===== config.mk =====
export PLATFORM = sky130hd
export DESIGN_NAME = mrm_match
export DESIGN_NICKNAME = d
export VERILOG_FILES = /design/src/hw/rtl/mrm_pkg.sv /design/src/hw/rtl/mrm_match.sv
export SDC_FILE = /design/constraint.sdc
export NUM_CORES = 1
export LEC_CHECK = 0
export ABC_AREA = 1
export BUFFER_PORTS_ARGS = -buffer_cell sky130_fd_sc_hd__buf_2
export CAP_MARGIN = 20
export CORE_ASPECT_RATIO = 1.75
export CORE_MARGIN = 2
export CORE_UTILIZATION = 40
export DETAILED_ROUTE_END_ITERATION = 10
export PLACE_DENSITY = 0.66
export SLEW_MARGIN = 20
export SYNTH_ARGS = -nofsm -noshare
export SYNTH_HDL_FRONTEND = slang
export SYNTH_SLANG_ARGS = --single-unit

===== constraint.sdc =====
create_clock -name vclk -period 5.81
set_input_delay 0.8715 -clock vclk [all_inputs]
set_output_delay 0.8715 -clock vclk [all_outputs]
set_load 0.02 [all_outputs]

===== src/hw/rtl/mrm_pkg.sv =====
// ----------------------------------------------------------------------------
// mrm_pkg
// Shared types, operation codes and constants of the memory region map.
// ----------------------------------------------------------------------------
package mrm_pkg;

   // default table sizes
   localparam int REGION_SLOTS_DEF = 128;
   localparam int HOLE_SLOTS_DEF   = 64;
   localparam int NODE_LIMIT_DEF   = 8;

   // operation codes
   localparam logic [1:0] OP_ADD_REGION = 2'd0;
   localparam logic [1:0] OP_ADD_HOLE   = 2'd1;
   localparam logic [1:0] OP_LOOKUP     = 2'd2;
   localparam logic [1:0] OP_MARK       = 2'd3;

   // region kinds
   localparam logic [2:0] KIND_USABLE   = 3'd0;
   localparam logic [2:0] KIND_RESERVED = 3'd1;
   localparam logic [2:0] KIND_ACPI_REC = 3'd2;
   localparam logic [2:0] KIND_ACPI_NVS = 3'd3;
   localparam logic [2:0] KIND_UNKNOWN  = 3'd6;

   // running total slots
   localparam logic [2:0] TOT_ALL      = 3'd0;
   localparam logic [2:0] TOT_USABLE   = 3'd1;
   localparam logic [2:0] TOT_RESERVED = 3'd2;
   localparam logic [2:0] TOT_ACPI     = 3'd3;
   localparam logic [2:0] TOT_HOLE     = 3'd4;
   localparam logic [2:0] TOT_HIGH     = 3'd5;
   localparam int         TOT_COUNT    = 6;

   localparam logic [63:0] FOUR_GIB = 64'h0000_0001_0000_0000;

   typedef struct packed {
      logic [63:0] base;
      logic [63:0] size;
      logic [2:0]  kind;
      logic [2:0]  node;
   } region_entry_type;

   typedef struct packed {
      logic [63:0] base;
      logic [63:0] size;
   } hole_entry_type;

   // request to the shared range compare unit
   typedef struct packed {
      logic        exact;
      logic [63:0] addr;
      logic [63:0] len;
      logic [63:0] base;
      logic [63:0] size;
   } match_req_type;

endpackage


===== src/hw/rtl/mrm_match.sv =====
// ----------------------------------------------------------------------------
// mrm_match
// Shared range compare: range cover test or exact base and length match.
// ----------------------------------------------------------------------------
module mrm_match (
   input  mrm_pkg::match_req_type req,
   output logic                   match
);
   logic [64:0] diff;
   logic        covered;

   // addr in [base, base+size) without wrap at the end
   assign diff    = {1'b0, req.addr} - {1'b0, req.base};
   assign covered = !diff[64] && (diff[63:0] < req.size);

   assign match = req.exact ? ((req.base == req.addr) && (req.size == req.len)) : covered;
endmodule


==> out/results.tsv, run 1 <==
metric	value	unit
CP top delay family	simple AND/OR/NAND/NOR gates	
Psw	0.615	mW
CP max stage delay	0.35	ns
critical path fanouts, max	5	
Reg area	0	um^2
Combinational Power Share	1.000	
clk_buf instances	0	
vias per cell	4.93	
fin crit period	5.04	ns
drc violations	0	
hold buffers post-CTS	0	
Mapped Cells	1612	
Clock Power Share	0	
DR iter-0 viols	452	
Post-synth top cells	517 x nand2_1, 375 x inv_1, 219 x nor2_1	
Final Hold Violating Endpoints	0	
Max rail drop VDD	43.0	uV
router iterations before antenna repair	5	
chip height	192	um
FP Rows	68	
RSZ-0062 raised after global routing	no	
switch share	0.625	
syn_area_per_cell	5.01	um^2
vias in the first global route	10200	
wire per inst	14.7	um
number of buffers added for setup after CTS	0	
Arr. time, crit path	4.17	ns
Max Cap Viol	0	
CP Launch Type	input port	
share of cells above drive strength 1	0.153	
Hold Path Sink	match	
Mapped Nets	1997	
CP Capture Type	output pin	
DIE WIDTH	111	um
setup TNS	0	ns
first-pass GRT wire length	47800	um
post-CTS sizing	0	
Max Fclk	198	MHz
# fillers	2322	
RD Place Congestion	1.03	
n_diodes	0	
cell depth of the worst hold path	4	
Power per Cell Area	102	nW/um^2
routed via count	10400	
Worst path most repeated cell	nand2_1	
nets	2257	
Initial Utilization	0.409	
Seq cells	0	
yosys warns	0	
WL final	31100	um
status	complete, no violations	
worst rel slew slack	0.669	
IO Pins	258	
Final Cycle Share	0.868	
Critical Path Slowest Stage Cell	ha_1	
Global Route Usage Sum	0.281	
Yosys cell types	30	
share of the synthesized area in the top cell type	0.240	
die area	21400	um^2
Worst Path Buf+Inv	3	
CP Data Required Time	4.94	ns
dpl cell area	9670	um^2
total internal power	0.368	mW
Post-Layout Cell Count	2115	
dpl cells	2115	
number of nets with antenna violations after routing	0	
LEAKAGE	6.22	nW
part of the power in registers	0	
initial antenna violation count	0	
class of the worst hold path	input port to output pin	
synth top area cells	nand2_1 24%, ha_1 20%, inv_1 17%	
final instance area	9670	um^2
area grow syn2layout	19.8	%
Slew Limit Fails	0	
GR Overflow Total	0	
largest net degree at the start of global routing	7	
mapped cell area	8070	um^2
top-count cell post-synth	nand2_1	
Port-buffer cells	258	
core area	19700	um^2
hold path start	req[256]	
DP Wirelength	28800	um
Final Setup Violations	0	
Crit Path Category	input port to output pin	
area leader, netlist	nand2_1	
Worst-Margin Slew	0.495	ns
Seq/Total Area, Yosys	0	
stage by stage:
step | setup WS [ns] | hold slack (ns) | utilization | power (mW)
2_1_floorplan | 1.60 | 1.94 | - | 0.640
6_report | 0.768 | 2.17 | 0.490 | 0.983
4_1_cts | 0.823 | 2.18 | 0.490 | 0.982
3_3_place_gp | 0.883 | 2.18 | 0.490 | 0.966
3_5_place_dp | 0.839 | 2.18 | 0.490 | 0.976
5_1_grt | 0.406 | 2.22 | 0.490 | 1.11
layer usage:
metal | global-route usage | routed length, um | vias up
li1 | - | - | 5446
met1 | 0.256 | 10200 | 4529
met2 | 0.568 | 16800 | 338
met3 | 0.0177 | 1220 | 116
met4 | 0.210 | 2810 | 0
met5 | 0 | 0 | -
how the worst max path moves through the flow:
stage	from	endpoint	slack, ns	cells after the start
floorplan	req[192]	match	1.60	25
global placement	req[69]	match	0.88	25
detailed placement	req[69]	match	0.84	25
CTS	req[69]	match	0.82	25
global route	req[192]	match	0.41	27
finish	req[66]	match	0.77	25
layout by cell type, fill, tap and decap left out, types with 2 or more instances in the layout:
master	instances
nor2_2	6
nor4_1	4
nor3_1	33
o21a_1	4
ha_1	127
a21boi_0	2
o21bai_1	15
nand2_2	17
o21ai_0	29
xor2_1	55
a21o_1	2
nand4_1	22
nand3_1	54
a21oi_1	103
or2_2	2
inv_1	375
buf_2	258
nand2_1	517
xnor2_1	15
nor2_1	219
cells by family (layout without fill, tap and decap cells):
| group | Yosys count | count (layout) | synth area share |
|---|---|---|---|
| AO/OA/AOI/OAI | 157 | 157 | 0.106 |
| buffers and inverters | 375 | 633 | 0.174 |
| AND/OR/NAND/NOR | 882 | 882 | 0.444 |
| XOR/XNOR | 70 | 70 | 0.0760 |
| adder cells (fa/ha/maj) | 128 | 128 | 0.199 |
power groups by stage:
stage / Clock (mW) / Combinational [mW] / Sequential [mW]
floorplan: 0 / 0.640 / 0
global placement: 0 / 0.966 / 0
global route: 0 / 1.11 / 0
CTS: 0 / 0.982 / 0
detailed placement: 0 / 0.976 / 0
finish: 0 / 0.983 / 0
final cells by class:
type | instances | area (um^2) | share of cell area
inverter | 375 | 1410 | 0.146
tap | 245 | 307 | 0.0317
timing repair buffer | 258 | 1290 | 0.134
multi-input combinational | 1237 | 6660 | 0.689
Power figures use the tool's default switching activity.
==> run 2: changes to the inputs <==
==> constraint.sdc (replaced) <==
create_clock -name vclk -period 6.1
set_input_delay 0.915 -clock vclk [all_inputs]
set_output_delay 0.915 -clock vclk [all_outputs]
set_load 0.02 [all_outputs]
==> run 2 against run 1 <==
  * Highest routed layer unchanged
  * Routed wire length down 0.52%
  * Combinational power shrank 4.7%
  * Sequential share of layout area is the same
  * Final area did not move
  * Setup slack improved by 0.14 ns
  * Largest power group unchanged
  * Die area unchanged
  * Via count fell by 1.2%
  * Non-clock buffer count stayed put
  * Clock-buffer cell count did not move
  * Hold slack better by 0.077 ns
  * Global-route usage is 0.39 points lower
  * Power fell by 4.7%
==> out/results.tsv, run 2 (synthesis results as in run 1) <==
metric	value	unit	change
part of the power in registers	0		about the same
class of the worst hold path	input port to output pin		unchanged
die area	21400	um^2	unchanged
DP Wirelength	28700	um	was 28800 um
hold path start	req[256]		unchanged
switch share	0.625		about the same
RSZ-0062 raised after global routing	no		unchanged
Initial Utilization	0.409		unchanged
Worst-Margin Slew	0.444	ns	was 0.495 ns
GR Overflow Total	0		unchanged
clk_buf instances	0		unchanged
Seq cells	0		unchanged
Max Cap Viol	0		unchanged
routed via count	10300		was 10.4k
Final Util	0.490		unchanged
most frequent cells in the layout	517 x nand2_1, 375 x inv_1, 258 x buf_2		unchanged
WL final	30900	um	was 31100 um
Reg area	0	um^2	unchanged
area grow syn2layout	19.8	%	unchanged
dpl cells	2115		unchanged
wire per inst	14.6	um	was 14.7 um
Crit Path Category	input port to output pin		unchanged
setup TNS	0	ns	unchanged
first-pass GRT wire length	47300	um	was 47800 um
Global Route Usage Sum	0.277		was 0.281
post-CTS sizing	0		unchanged
CP Launch Type	input port		unchanged
IO Pins	258		unchanged
FP Rows	68		unchanged
Final Cycle Share	0.851		
Metal-1 WL	10300	um	was 10200 um
Post-Layout Cell Count	2115		unchanged
Final Hold Violating Endpoints	0		unchanged
final instance area	9670	um^2	unchanged
Clock Power Share	0		about the same
CP Data Required Time	5.18	ns	was 4.94 ns
n_diodes	0		unchanged
Hold Path Sink	match		unchanged
Power per Cell Area	96.9	nW/um^2	was 102 nW/um^2
dpl cell area	9670	um^2	unchanged
Port-buffer cells	258		unchanged
leading cell type in the layout, fill and taps excluded	nand2_1		unchanged
RD Place Congestion	1.00		was 1.03
met3 wire len	1110	um	was 1220 um
core area	19700	um^2	unchanged
WL met2	17200	um	was 16800 um
Max rail drop VDD	41.1	uV	was 43.0 uV
hold buffers post-CTS	0		unchanged
vias per cell	4.87		was 4.93
router iterations before antenna repair	6		was 5
fin crit period	5.19	ns	
max layer used	met4		unchanged
critical path fanouts, max	4		was 5
DIE WIDTH	111	um	unchanged
nets	2257		unchanged
Arr. time, crit path	4.28	ns	was 4.17 ns
status	complete, no violations		unchanged
drc violations	0		unchanged
largest net degree at the start of global routing	7		unchanged
chip height	192	um	unchanged
LEAKAGE	6.22	nW	unchanged
total internal power	0.351	mW	was 0.368 mW
Final Setup Violations	0		unchanged
number of nets with antenna violations after routing	0		unchanged
Psw	0.586	mW	was 0.615 mW
worst hold margin	2.25	ns	was 2.17 ns
Combinational Power Share	1.000		about the same
worst rel slew slack	0.703		was 0.669
cell depth of the worst hold path	4		unchanged
CP Capture Type	output pin		unchanged
DR iter-0 viols	509		was 452
vias in the first global route	10100		was 10.2k
initial antenna violation count	0		unchanged
number of buffers added for setup after CTS	0		unchanged
Slew Limit Fails	0		unchanged
Max Fclk	193	MHz	
share of cells above drive strength 1	0.153		unchanged
# fillers	2342		was 2322
## run 2: power groups by stage
stage	Combinational [mW]	Clock (mW)	Sequential (mW)
after floorplan	0.610	0	0
after global placement	0.919	0	0
after detailed placement	0.931	0	0
after CTS	0.937	0	0
after global routing	1.06	0	0
final	0.937	0	0
## run 2: worst max path at each step
stage | startpoint | cells past startpoint | end | slack, ns
6_report | req[112] | 23 | match | 0.91
5_1_grt | req[111] | 22 | match | 0.63
4_1_cts | req[69] | 25 | match | 0.97
3_5_place_dp | req[69] | 25 | match | 0.99
3_3_place_gp | req[69] | 25 | match | 1.06
2_1_floorplan | req[192] | 25 | match | 1.80
## run 2: layout make-up
cell class,instances,area [um^2],area share
inverters,375,1410,0.146
multi-input cells,1237,6660,0.689
well taps,245,307,0.0317
repair buffers,258,1290,0.134
## run 2: worst max-delay path: stages
cell,delay (ns)
buf_2,0.07
inv_1,0.03
ha_1,0.35
a21oi_1,0.31
inv_1,0.09
o21ai_0,0.36
nand2_1,0.17
nand2_1,0.09
nand2_1,0.07
a21oi_1,0.16
nand2_1,0.07
nand2_1,0.05
nand2_1,0.09
ha_1,0.31
nand2_1,0.07
nor2_1,0.11
nand2_1,0.11
nor3_1,0.30
and3_1,0.20
nand2_1,0.07
nand3_1,0.08
nand2_1,0.05
buf_2,0.16
## run 2: stage by stage
stage | power, mW | worst slack, ns
after CTS | 0.937 | 0.974
after detailed placement | 0.931 | 0.990
after global routing | 1.06 | 0.626
final | 0.937 | 0.910
after floorplan | 0.610 | 1.80
after global placement | 0.919 | 1.06
## run 2: routing by layer
metal	track usage	vias to the layer above
met5	0	-
li1	-	5438
met1	0.255	4460
met3	0.0101	97
met2	0.587	304
met4	0.160	0
